--- config.mk ---
export PLATFORM = sky130hd
export DESIGN_NAME = weighted_probability_table
export DESIGN_NICKNAME = d
export VERILOG_FILES = /design/src/hdl/wpt_pkg.sv /design/src/hdl/wpt_div.sv /design/src/hdl/wpt_datapath.sv /design/src/hdl/wpt_ctrl.sv /design/src/hdl/weighted_probability_table.sv
export SDC_FILE = /design/constraint.sdc
export NUM_CORES = 2
export LEC_CHECK = 0
export BUFFER_PORTS_ARGS = -buffer_cell sky130_fd_sc_hd__buf_2
export CORE_UTILIZATION = 50
export CTS_CLUSTER_DIAMETER = 120
export DETAILED_ROUTE_END_ITERATION = 7
export PLACE_DENSITY = 0.65
export SLEW_MARGIN = 20
export SYNTH_ARGS = -nofsm -noshare
export SYNTH_HDL_FRONTEND = slang
export SYNTH_SLANG_ARGS = --single-unit
--- constraint.sdc ---
create_clock -name clk -period 7.2 [get_ports clk]
set_clock_uncertainty 0.2 [all_clocks]
set_input_delay 1.44 -clock clk [delete_from_list [all_inputs] [get_ports clk]]
set_output_delay 1.44 -clock clk [all_outputs]
set_load 0.05 [all_outputs]
--- src/hdl/wpt_pkg.sv ---
// ----------------------------------------------------------------------------
// wpt_pkg: shared types and constants
// Request and result structures, request codes, status codes and the
// command/status bundles between controller and datapath.
// ----------------------------------------------------------------------------
package wpt_pkg;

	localparam logic [15:0] PROB_ONE  = 16'hFFFF;
	localparam logic [15:0] PROB_HALF = 16'h8000;

	typedef enum logic [1:0] {
		REQ_SPAWN    = 2'd0,
		REQ_COLLAPSE = 2'd1,
		REQ_UPDATE   = 2'd2,
		REQ_QUERY    = 2'd3
	} req_type_t;

	typedef enum logic [1:0] {
		ST_OK       = 2'd0,
		ST_BAD_IDX  = 2'd1,
		ST_FULL     = 2'd2,
		ST_RESERVED = 2'd3
	} status_t;

	typedef struct packed {
		logic [1:0]  req_type;
		logic [7:0]  entry_index;
		logic        root_spawn;
		logic [15:0] weight;
	} req_t;

	typedef struct packed {
		logic [1:0]  status;
		logic [7:0]  new_id;
		logic [15:0] target_probability;
		logic        target_active;
		logic [8:0]  active_count;
	} rsp_t;

	// controller commands to the datapath
	typedef struct packed {
		logic load;      // capture request, start walk at zero
		logic spawn;     // append entry
		logic collapse;  // collapse onto target
		logic wmul;      // weight multiply of target
		logic wsat;      // saturate and store target
		logic sum_step;  // accumulate current entry into total if active
		logic rewind;    // restart walk at zero
		logic scl_start; // start rescale of current entry
		logic scl_store; // store quotient of current entry
		logic next;      // advance entry pointer
		logic finish;    // build result
	} cmd_t;

	typedef struct packed {
		logic full;
		logic bad_idx;
		logic walk_last;
		logic cur_active;
		logic total_zero;
		logic div_done;
	} sts_t;

endpackage

--- src/hdl/wpt_div.sv ---
// ----------------------------------------------------------------------------
// wpt_div: iterative restoring divider
// Divides a 33-bit numerator by a 24-bit denominator, one quotient bit
// per cycle.
// ----------------------------------------------------------------------------
module wpt_div (
	input  logic        clk,
	input  logic        arst_n,
	input  logic        start,
	input  logic [32:0] num,
	input  logic [23:0] den,
	output logic        done,
	output logic [32:0] quo
);

	logic [24:0] rem_q;
	logic [32:0] quo_q;
	logic [23:0] den_q;
	logic [5:0]  cnt_q;
	logic        busy_q;
	logic [24:0] trial;

	assign trial = {rem_q[23:0], quo_q[32]} - {1'b0, den_q};

	always_ff @(posedge clk or negedge arst_n) begin
		if (!arst_n) begin
			busy_q <= 1'b0;
			cnt_q  <= '0;
			done   <= 1'b0;
		end else begin
			done <= 1'b0;
			if (start) begin
				busy_q <= 1'b1;
				cnt_q  <= 6'd33;
			end else if (busy_q) begin
				cnt_q <= cnt_q - 6'd1;
				if (cnt_q == 6'd1) begin
					busy_q <= 1'b0;
					done   <= 1'b1;
				end
			end
		end
	end

	always_ff @(posedge clk) begin
		if (start) begin
			rem_q <= '0;
			quo_q <= num;
			den_q <= den;
		end else if (busy_q) begin
			if (!trial[24]) begin
				rem_q <= trial;
				quo_q <= {quo_q[31:0], 1'b1};
			end else begin
				rem_q <= {rem_q[23:0], quo_q[32]};
				quo_q <= {quo_q[31:0], 1'b0};
			end
		end
	end

	assign quo = quo_q;

endmodule

--- src/hdl/wpt_datapath.sv ---
// ----------------------------------------------------------------------------
// wpt_datapath: entry store, walk pointer, accumulator and divider
// Holds probabilities, active flags and fill count; executes the
// controller's commands one entry per step.
// ----------------------------------------------------------------------------
module wpt_datapath #(
	parameter int MAX_ENTRIES = 16
) (
	input  logic               clk,
	input  logic               arst_n,
	input  wpt_pkg::req_t      req,
	input  wpt_pkg::cmd_t      cmd,
	output wpt_pkg::sts_t      sts,
	output wpt_pkg::rsp_t      rsp
);

	localparam int IW = (MAX_ENTRIES > 1) ? $clog2(MAX_ENTRIES) : 1;
	localparam int CW = $clog2(MAX_ENTRIES + 1);

	logic [15:0]   prob_mem [MAX_ENTRIES];
	logic [MAX_ENTRIES-1:0] act_q;
	logic [CW-1:0] count_q;
	logic [CW-1:0] ptr_q;
	logic [7:0]    idx_q;
	logic [1:0]    req_q;
	logic          root_q;
	logic [15:0]   wgt_q;
	logic [31:0]   prod_q;
	logic [23:0]   total_q;
	logic [15:0]   cur_q;
	logic [15:0]   tgt_q;
	logic          rsp_full_q;
	logic          div_start;
	logic          div_done;
	logic [32:0]   div_quo;
	logic [32:0]   num;
	logic [8:0]    nact;
	logic [IW-1:0] ptr_i;
	logic [IW-1:0] idx_i;
	logic [IW-1:0] cnt_i;
	wpt_pkg::rsp_t rsp_d;

	assign ptr_i = ptr_q[IW-1:0];
	assign idx_i = idx_q[IW-1:0];
	assign cnt_i = count_q[IW-1:0];

	always_comb begin
		nact = '0;
		for (int i = 0; i < MAX_ENTRIES; i++) begin
			nact = nact + 9'(act_q[i]);
		end
	end

	assign num = 33'({17'd0, cur_q} * 33'(wpt_pkg::PROB_ONE)) + 33'(total_q >> 1);
	assign div_start = cmd.scl_start;

	wpt_div u_div (
		.clk    (clk),
		.arst_n (arst_n),
		.start  (div_start),
		.num    (num),
		.den    (total_q),
		.done   (div_done),
		.quo    (div_quo)
	);

	always_comb begin
		rsp_d = '0;
		rsp_d.active_count = nact;
		if (req_q == wpt_pkg::REQ_SPAWN) begin
			if (rsp_full_q) begin
				rsp_d.status = wpt_pkg::ST_FULL;
			end else begin
				rsp_d.new_id             = 8'(count_q - CW'(1));
				rsp_d.target_probability = root_q ? wpt_pkg::PROB_ONE : wpt_pkg::PROB_HALF;
				rsp_d.target_active      = 1'b1;
			end
		end else if (sts.bad_idx) begin
			rsp_d.status = wpt_pkg::ST_BAD_IDX;
		end else begin
			rsp_d.target_probability = tgt_q;
			rsp_d.target_active      = act_q[idx_i];
		end
	end

	always_ff @(posedge clk or negedge arst_n) begin
		if (!arst_n) begin
			act_q   <= '0;
			count_q <= '0;
			ptr_q   <= '0;
		end else begin
			if (cmd.load || cmd.rewind) begin
				ptr_q <= '0;
			end else if (cmd.next) begin
				ptr_q <= ptr_q + CW'(1);
			end
			if (cmd.spawn) begin
				act_q[cnt_i] <= 1'b1;
				count_q      <= count_q + CW'(1);
			end
			if (cmd.collapse) begin
				for (int i = 0; i < MAX_ENTRIES; i++) begin
					if (i != 32'(idx_q)) begin
						act_q[i] <= 1'b0;
					end
				end
			end
		end
	end

	always_ff @(posedge clk) begin
		if (cmd.load) begin
			idx_q   <= req.entry_index;
			req_q   <= req.req_type;
			root_q  <= req.root_spawn;
			wgt_q   <= req.weight;
			total_q <= '0;
		end
		cur_q <= prob_mem[ptr_i];
		tgt_q <= prob_mem[idx_i];
		if (cmd.wmul) begin
			prod_q <= 32'(tgt_q) * 32'(wgt_q);
		end
		if (cmd.spawn) begin
			prob_mem[cnt_i] <= root_q ? wpt_pkg::PROB_ONE : wpt_pkg::PROB_HALF;
		end
		if (cmd.collapse) begin
			prob_mem[idx_i] <= wpt_pkg::PROB_ONE;
		end
		if (cmd.wsat) begin
			prob_mem[idx_i] <= (prod_q[31:24] != 8'd0) ? wpt_pkg::PROB_ONE
				: prod_q[23:8];
		end
		if (cmd.sum_step && act_q[ptr_i]) begin
			total_q <= total_q + 24'(cur_q);
		end
		if (cmd.scl_store) begin
			prob_mem[ptr_i] <= (div_quo > 33'(wpt_pkg::PROB_ONE)) ? wpt_pkg::PROB_ONE
				: div_quo[15:0];
		end
		if (cmd.finish) begin
			rsp <= rsp_d;
		end
	end

	always_ff @(posedge clk or negedge arst_n) begin
		if (!arst_n) begin
			rsp_full_q <= 1'b0;
		end else if (cmd.load) begin
			rsp_full_q <= (count_q == CW'(MAX_ENTRIES));
		end
	end

	assign sts.full       = rsp_full_q;
	assign sts.bad_idx    = (9'(idx_q) >= 9'(count_q));
	assign sts.walk_last  = (ptr_q + CW'(1) >= count_q);
	assign sts.cur_active = act_q[ptr_i];
	assign sts.total_zero = (total_q == '0);
	assign sts.div_done   = div_done;

endmodule

--- src/hdl/wpt_ctrl.sv ---
// ----------------------------------------------------------------------------
// wpt_ctrl: request sequencer
// Accepts a request, steps the datapath through it and holds the result
// until the receiver takes it.
// ----------------------------------------------------------------------------
module wpt_ctrl (
	input  logic          clk,
	input  logic          arst_n,
	input  logic          in_valid,
	output logic          in_stall,
	input  wpt_pkg::req_t req,
	output logic          out_valid,
	input  logic          out_stall,
	output wpt_pkg::cmd_t cmd,
	input  wpt_pkg::sts_t sts
);

	typedef enum logic [3:0] {
		S_IDLE, S_DECODE, S_RD, S_MUL, S_SAT, S_SUM_RD, S_SUM, S_SCL_RD,
		S_SCL_GO, S_SCL_WAIT, S_TGT_RD, S_FIN, S_OUT
	} state_t;

	state_t state_q;
	logic [1:0] rt_q;

	assign in_stall = (state_q != S_IDLE);

	always_comb begin
		cmd = '0;
		unique case (state_q)
			S_IDLE:     cmd.load = in_valid;
			S_DECODE: begin
				if (rt_q == wpt_pkg::REQ_SPAWN) begin
					cmd.spawn = !sts.full;
				end else if (!sts.bad_idx && rt_q == wpt_pkg::REQ_COLLAPSE) begin
					cmd.collapse = 1'b1;
				end
			end
			S_MUL:      cmd.wmul = 1'b1;
			S_SAT:      cmd.wsat = 1'b1;
			S_SUM: begin
				cmd.sum_step = 1'b1;
				cmd.next     = !sts.walk_last;
				cmd.rewind   = sts.walk_last;
			end
			S_SCL_GO: begin
				cmd.scl_start = sts.cur_active;
				cmd.next      = !sts.cur_active;
			end
			S_SCL_WAIT: begin
				cmd.scl_store = sts.div_done;
				cmd.next      = sts.div_done;
			end
			S_FIN:      cmd.finish = 1'b1;
			default:    cmd = '0;
		endcase
	end

	always_ff @(posedge clk or negedge arst_n) begin
		if (!arst_n) begin
			state_q   <= S_IDLE;
			out_valid <= 1'b0;
			rt_q      <= '0;
		end else begin
			unique case (state_q)
				S_IDLE: begin
					if (in_valid) begin
						rt_q    <= req.req_type;
						state_q <= S_DECODE;
					end
				end
				S_DECODE: begin
					if (rt_q == wpt_pkg::REQ_UPDATE && !sts.bad_idx) begin
						state_q <= S_RD;
					end else begin
						state_q <= S_TGT_RD;
					end
				end
				S_RD:     state_q <= S_MUL;
				S_MUL:    state_q <= S_SAT;
				S_SAT:    state_q <= S_SUM_RD;
				S_SUM_RD: state_q <= S_SUM;
				S_SUM: begin
					if (sts.walk_last) begin
						state_q <= S_SCL_RD;
					end else begin
						state_q <= S_SUM_RD;
					end
				end
				S_SCL_RD: begin
					if (sts.total_zero) begin
						state_q <= S_TGT_RD;
					end else begin
						state_q <= S_SCL_GO;
					end
				end
				S_SCL_GO: begin
					if (sts.cur_active) begin
						state_q <= S_SCL_WAIT;
					end else begin
						state_q <= sts.walk_last ? S_TGT_RD : S_SCL_RD;
					end
				end
				S_SCL_WAIT: begin
					if (sts.div_done) begin
						state_q <= sts.walk_last ? S_TGT_RD : S_SCL_RD;
					end
				end
				S_TGT_RD: state_q <= S_FIN;
				S_FIN: begin
					out_valid <= 1'b1;
					state_q   <= S_OUT;
				end
				S_OUT: begin
					if (!out_stall) begin
						out_valid <= 1'b0;
						state_q   <= S_IDLE;
					end
				end
				default: state_q <= S_IDLE;
			endcase
		end
	end

	a_stall_busy: assert property (@(posedge clk) disable iff (!arst_n)
		(state_q != S_IDLE) |-> in_stall)
		else $error("input taken while busy");
	a_valid_out: assert property (@(posedge clk) disable iff (!arst_n)
		out_valid |-> (state_q == S_OUT))
		else $error("result valid outside output state");
	a_fin_next: assert property (@(posedge clk) disable iff (!arst_n)
		(state_q == S_FIN) |=> out_valid)
		else $error("result not shown after finish");

endmodule

--- src/hdl/weighted_probability_table.sv ---
// ----------------------------------------------------------------------------
// weighted_probability_table: probability table with spawn, collapse,
// weight update and query requests
//
// Input channel in_valid/in_stall carries one request (req struct); output
// channel out_valid/out_stall returns one result per request.
// One request is worked at a time; in_stall is high from acceptance until
// the result has been taken.
// Spawn, collapse, query and a rejected request pass through decode, target
// read and finish before out_valid rises. An update multiplies and saturates
// the target weight, walks the used entries to total the active ones, then
// walks them again to rescale each active entry with the serial divider
// (the second walk is skipped when the active total is zero).
// Reset clears the active flags and fill count; probabilities are written
// by the spawn that brings an entry into use.
// A stalled result holds its value until out_stall falls.
// ----------------------------------------------------------------------------
module weighted_probability_table #(
	parameter int MAX_ENTRIES = 16
) (
	input  logic          clk,
	input  logic          arst_n,
	input  logic          in_valid,
	output logic          in_stall,
	input  wpt_pkg::req_t req,
	output logic          out_valid,
	input  logic          out_stall,
	output wpt_pkg::rsp_t rsp
);

	wpt_pkg::cmd_t cmd;
	wpt_pkg::sts_t sts;

	wpt_ctrl u_ctrl (
		.clk       (clk),
		.arst_n    (arst_n),
		.in_valid  (in_valid),
		.in_stall  (in_stall),
		.req       (req),
		.out_valid (out_valid),
		.out_stall (out_stall),
		.cmd       (cmd),
		.sts       (sts)
	);

	wpt_datapath #(.MAX_ENTRIES(MAX_ENTRIES)) u_dp (
		.clk    (clk),
		.arst_n (arst_n),
		.req    (req),
		.cmd    (cmd),
		.sts    (sts),
		.rsp    (rsp)
	);

endmodule
---- Word-level counts from Yosys, hierarchy flattened ----
Memories as Yosys holds them, arrays and structs flattened. A register that Yosys moved wholly into a read port is not among the register bits.
Cells that the tools add are included.
storage, ports and cells
  output and inout port bits .............. 38
  RAM bits ................................ 256
  input port bits ......................... 31
  bits in registers ....................... 240
  memories kept ........................... 1
memories
  name           depth  width  read ports  clocked after Yosys merged registers in  write ports  line                source
  u_dp.prob_mem  16     16     2           2                                        1            wpt_datapath.sv:20  logic [15:0] prob_mem [MAX_ENTRIES];
cells by class
  equal/unequal tests ..................... 34
  add/subtract/negate cells ............... 22
  order comparisons ....................... 7
  reductions and logical operators ........ 26
  $mul .................................... 2
  muxes and demuxes ....................... 87
  bitwise logic cells ..................... 3
operators with widths
  kind                                                                           number
  9-bit by 1-bit adder with 9-bit output                                         14
  16-bit 2-to-1 mux                                                              7
  24-bit 2-to-1 mux                                                              3
  33-bit 2-to-1 mux                                                              2
  4-bit by 8-bit != test with 1-bit output (first input constant)                8
  4-bit case mux with 13 select lines                                            1
  17-bit 2-to-1 mux                                                              3
  1-bit 2-to-1 mux                                                               47
  32-bit by 23-bit adder with 33-bit output                                      1
  33-bit by 16-bit > comparator with 1-bit output (second input constant)        1
  16-bit by 16-bit multiplier with 32-bit output                                 1
  16-bit by 16-bit multiplier with 32-bit output (second input constant)         1
  4-bit 2-to-1 mux                                                               8
  3-bit by 8-bit != test with 1-bit output (first input constant)                4
  16-bit OR reduction                                                            2
  25-bit by 24-bit subtractor with 25-bit output                                 1
  24-bit by 16-bit adder with 24-bit output                                      1
  24-bit zero test                                                               1
  4-bit equality test (second input constant)                                    5
  4-bit by 3-bit equality test with 1-bit output (second input constant)         4
  2-bit by 8-bit != test with 1-bit output (first input constant)                2
  16-bit bitwise OR                                                              1
  8-bit nonzero test                                                             2
  4-bit by 5-bit less-than comparator with 1-bit output (second input constant)  3
  36 further kinds                                                               58

---- Longest topological paths before layout ----
  depth after elaboration ................. 15
  depth in mapped cells ................... 23
  depth with buffers taken out ............ 22

---- By module ----
Synthesis repeated with hierarchy kept, for this count alone.
unflattened totals
  cell total of the unflattened synthesis .. 4,051
  area total of the unflattened synthesis .. 43,401.6 µm²
by module, submodules not included
  module        area an instance (µm²)  sequential area each (µm²)  cells each  times used
  wpt_datapath  37,768.7                12,156.7                    3,502       1
  wpt_div       5,023.6                 2,392.3                     477         1
  wpt_ctrl      609.3                   175.2                       72          1

---- Worst setup path before layout ----
Ideal clock, no wire load.
  path type ............................... flip-flop to flip-flop
  start point ............................. register u_dp.cur_q[13], read port of u_dp.prob_mem
  end point ............................... register u_dp.u_div.quo_q[31], in the netlist u_dp.u_div.quo[31] (data pin)
  setup time .............................. 0.264 ns
  path buffers ............................ 0
  arrival ................................. 5.856 ns
  clock period less this slack ............ 6.320 ns
  required time ........................... 6.736 ns
  slack ................................... 0.880 ns
  cell stages (with the launch flop) ...... 22
  path through ............................ dfxtp_1 inv_1 fa_1 inv_1 fa_1 inv_1 fa_1 inv_1 fa_1 fa_1 inv_1 fa_1 inv_1 ha_1 and3_1 and3_1 and3_1 a211o_1 a31oi_2 o311ai_1 xnor2_1 o21ai_1
between the ends
  longest elaborated chain between the ends .. 3
RTL lines
  item                                            line                source
  from (decl)                                     wpt_datapath.sv:30  logic [15:0] cur_q;
  16-bit by 16-bit multiplier with 32-bit output  wpt_datapath.sv:54  assign num = 33'({17'd0, cur_q} * 33'(wpt_pkg::PROB_ONE)) + 33'(total_q >> 1);
  32-bit by 23-bit adder with 33-bit output       wpt_datapath.sv:54
  33-bit 2-to-1 mux                               wpt_div.sv:46       if (start) begin
  to (signal assigned)                            wpt_div.sv:48       quo_q <= num;
  to (signal assigned)                            wpt_div.sv:53       quo_q <= {quo_q[31:0], 1'b1};
  to (signal assigned)                            wpt_div.sv:56       quo_q <= {quo_q[31:0], 1'b0};
  to (decl)                                       wpt_div.sv:17       logic [32:0] quo_q;
Every way passes these cells.
A chain may end at the register's enable or synchronous reset.

---- Final worst setup path ----
  start point ............................. register u_dp.cur_q[7], read port of u_dp.prob_mem
  end point ............................... register u_dp.u_div.quo_q[32], in the netlist u_dp.u_div.quo[32] (data pin)
The elaborated chain is that of the path after synthesis.

==> results.md <==
* Status: finished clean
* Crit path time final at 6.80 ns
* ANT cells at 0
* Main synth FF type: edfxtp_1
* Initial Util at 0.506
* Clk_lat worst skew at ~0.64 ns
* Crit Path Category: reg -> reg
* Finish-stage setup viols at 0
* Remaining Overflow, GRT at 0
* Maximum buffer depth of the clock tree at 3
* TritonCTS buffer count at between 50 and 60
* Core Area at 76100 µm²
* Die area at 78200 µm²
* Placed inst area at 40100 µm²
* Fmax at 0.147 GHz
* Routed Wire Length at 94400 µm
* Worst Setup Start Kind: register
* Flop2flop setup slack at 0.40 ns
* CTS tree: built
* Slew Viols, Final at 0
* Clk sinks at just over 500
* Residual DRC at 0
* Post-layout utilization of the core at 0.553
* Root Driver: clkbuf_16
* Share of layout cells above drive strength 1 at 0.140
* Die Ht at 280 µm
* Vias at about 25000
* Final Wtd Congestion at between 0.9 and 1
* Largest net degree at the start of global routing at 83
* Critical Path AT at 7.03 ns
* Reg-to-Reg End: u_dp.u_div.quo[32]
* All-Layer GR Usage at 0.250
* Final worst-path cycle share at 0.944
* Initial antenna violation count at 3
* Crit. End Element: register
* Least-Margin Pin Slew at about 1.2 ns
* Seq/Total Area, Yosys at 0.382
* Final Net Count at 3853
* Crit-path max FO at 5
* Synth-to-layout area growth at 9.27%
* Hold Path Origin: u_dp.u_div.rem_q[7]
* Worst Hold Path EP: u_dp.u_div.rem_q[7]
* R2r startpoint: u_dp.cur_q[7]
* Setup Total Neg Slack at 0 ns
* Mapped Cells at 3150
* Unrepaired setup endpoints after global routing: false
* WP data required at 7.43 ns
* Synth Register Bits at just over 500
* Worst reg-to-reg path cell count at 19
* Post-CTS setup buffer count at 0
* Avg WL per Cell at 22.0 µm
* # fillers at 6381
* Async set or reset register ratio after synthesis at 0.0814
* Initial DRC Count at 1938
* H-tree depth at 2
* Average cell area after synthesis at 12.2 µm²
* Antenna viol nets, final at 0
* Library cells used by synthesis at 96
* First-pass GRT wire length at 149000 µm
* Multi-input logic area at about 21000 µm²
* Final instance area at 42100 µm²
* # Max-Cap Violations at 0
* Hold Crit Class: reg -> reg
* Number of synthesized flops with an enable pin at 418
* Die X at 280 µm
* Rows at 101
* Vias in the first global route at 26092
* Register Area at 14700 µm²
* Clock slew seen by the registers of the worst setup and hold paths at 0.06 ns
* Ys Warns at 0
* DR vias/cell at between 5 and 6
* Top Ports at 69
* Worst hold stages at 2
* Max transition margin at 0.220
* Hpwl dp at 69300 µm
* Final hold violations at 0
* IO buf count at 64
* Post-synthesis cell area at 38500 µm²
* DR pass1 iterations at 5
placed cells by master, fill, tap and decap left out, drive strengths merged, types with 6 or more instances in the layout:
cell type and instances:
ha 260, clkinv 22, o21ai 100, mux2 6, and2 130, dfrtp 42
mux2i 21, o211ai 12, xnor2 72, edfxtp 418, a21oi 99, buf 114
o21bai 10, a31oi 25, clkbuf 72, fa 354, nor4 15, inv 537
nand3 19, dfxtp 56, nor2 127, o31ai 9, o21a 20, or3 8
a211o 9, nor3 26, xor2 29, and3 20, nand2b 24, mux4 170
a211oi 11, a21o 60, nand4 14, nor2b 20, nand2 245
per-layer routing:
| layer | track usage | routed length (µm) | vias to the layer above |
|---|---|---|---|
| met5 | 0 | 12 | - |
| met4 | 0.0727 | 2760 | 2 |
| li1 | - | - | 10954 |
| met2 | 0.409 | 46000 | 768 |
| met1 | 0.341 | 39400 | 12740 |
| met3 | 0.0445 | 6290 | 151 |
timing repair:
item,4_1_cts,5_1_grt
gates resized for setup,0,2
endpoints found under the setup margin,0,2
hold buffers,0,0
cell families after synthesis:
kind of cell	Yosys count	synth area share
xor gates and xnor gates	101	0.0230
and+or+nand+nor	671	0.0848
AOI/OAI and AO/OA	403	0.0704
other	1	0.0000973
adders and majority gates	614	0.268
buffers and inverters	647	0.0645
muxes	197	0.107
DFF	516	0.382
critical path: stages (launching register included):
cell and delay (ns):
dfxtp_1 0.39, fa_1 0.67, inv_1 0.10, fa_1 0.67, inv_1 0.07, ha_1 0.27, ha_1 0.31, fa_1 0.54
inv_1 0.05, fa_1 0.53, inv_1 0.04, ha_1 0.35, a2111oi_0 0.55, nand2_1 0.20, a32oi_1 0.41, o31a_1 0.32
o21ai_1 0.18, a41o_1 0.31, o2111a_1 0.23, nor3_1 0.16
how the worst max path moves through the flow:
stage                                     to  depth (start not counted)      startpoint  slack, ns
after floorplan           u_dp.u_div.quo[31]                         21  u_dp.cur_q[13]       0.88
after global placement    u_dp.u_div.quo[32]                         22  u_dp.cur_q[12]       0.38
after detailed placement  u_dp.u_div.quo[29]                         22  u_dp.cur_q[12]       0.42
after CTS                 u_dp.u_div.quo[29]                         21   u_dp.cur_q[3]       0.34
after global routing      u_dp.u_div.quo[32]                         22  u_dp.cur_q[12]       0.07
final                     u_dp.u_div.quo[32]                         19   u_dp.cur_q[7]       0.40
through the flow:
step                      setup slack (ns)  hold slack, ns  cells
after global placement               0.380           0.264   4177
after CTS                            0.337           0.281   4289
final                                0.403           0.272   4289
after global routing                0.0709           0.305   4289
after detailed placement             0.425           0.272   4177
after floorplan                      0.880           0.242   3153
layout make-up:
type	count	share of cell area
inverters	527	0.0470
clock buffers	72	0.0369
repair buffers	114	0.0168
multi-input cells	1990	0.509
flip-flops and latches	516	0.350
well taps	1030	0.0306
clock inverters	40	0.00966
state kept, by name, summed over array words and instances (netlist names), 2 cells and up:
signal            cells
u_dp.act_q           16
u_dp.idx_q            8
u_dp.u_div.den_q     24
u_dp.tgt_q           16
u_dp.req_q            2
u_dp.u_div.quo       33
u_dp.rsp             30
u_ctrl.rt_q           2
u_dp.prod_q          24
u_dp.u_div.rem_q     24
u_dp.cur_q           16
u_dp.ptr_q            5
u_dp.total_q         24
u_dp.prob_mem       256
u_dp.count_q          5
u_dp.u_div.cnt_q      6
u_ctrl.state_q        4
u_dp.wgt_q           16
cells in the mapped netlist, drive strengths merged (26+ instances only):
cell / n / area share
and2: 130 / 0.021
xnor2: 72 / 0.016
nor3: 26 / 0.0036
xor2: 29 / 0.0066
fa: 354 / 0.18
a21oi: 99 / 0.013
nor2: 127 / 0.012
nand2: 245 / 0.024
mux4: 170 / 0.099
clkbuf: 82 / 0.0080
a21o: 60 / 0.012
o21ai: 100 / 0.013
dfxtp: 56 / 0.029
edfxtp: 418 / 0.33
dfrtp: 42 / 0.027
ha: 260 / 0.084
buf: 38 / 0.0052
inv: 527 / 0.051
Power is not shown: default switching activity piles up to over one toggle a cycle in this logic, so the estimate is an artifact.
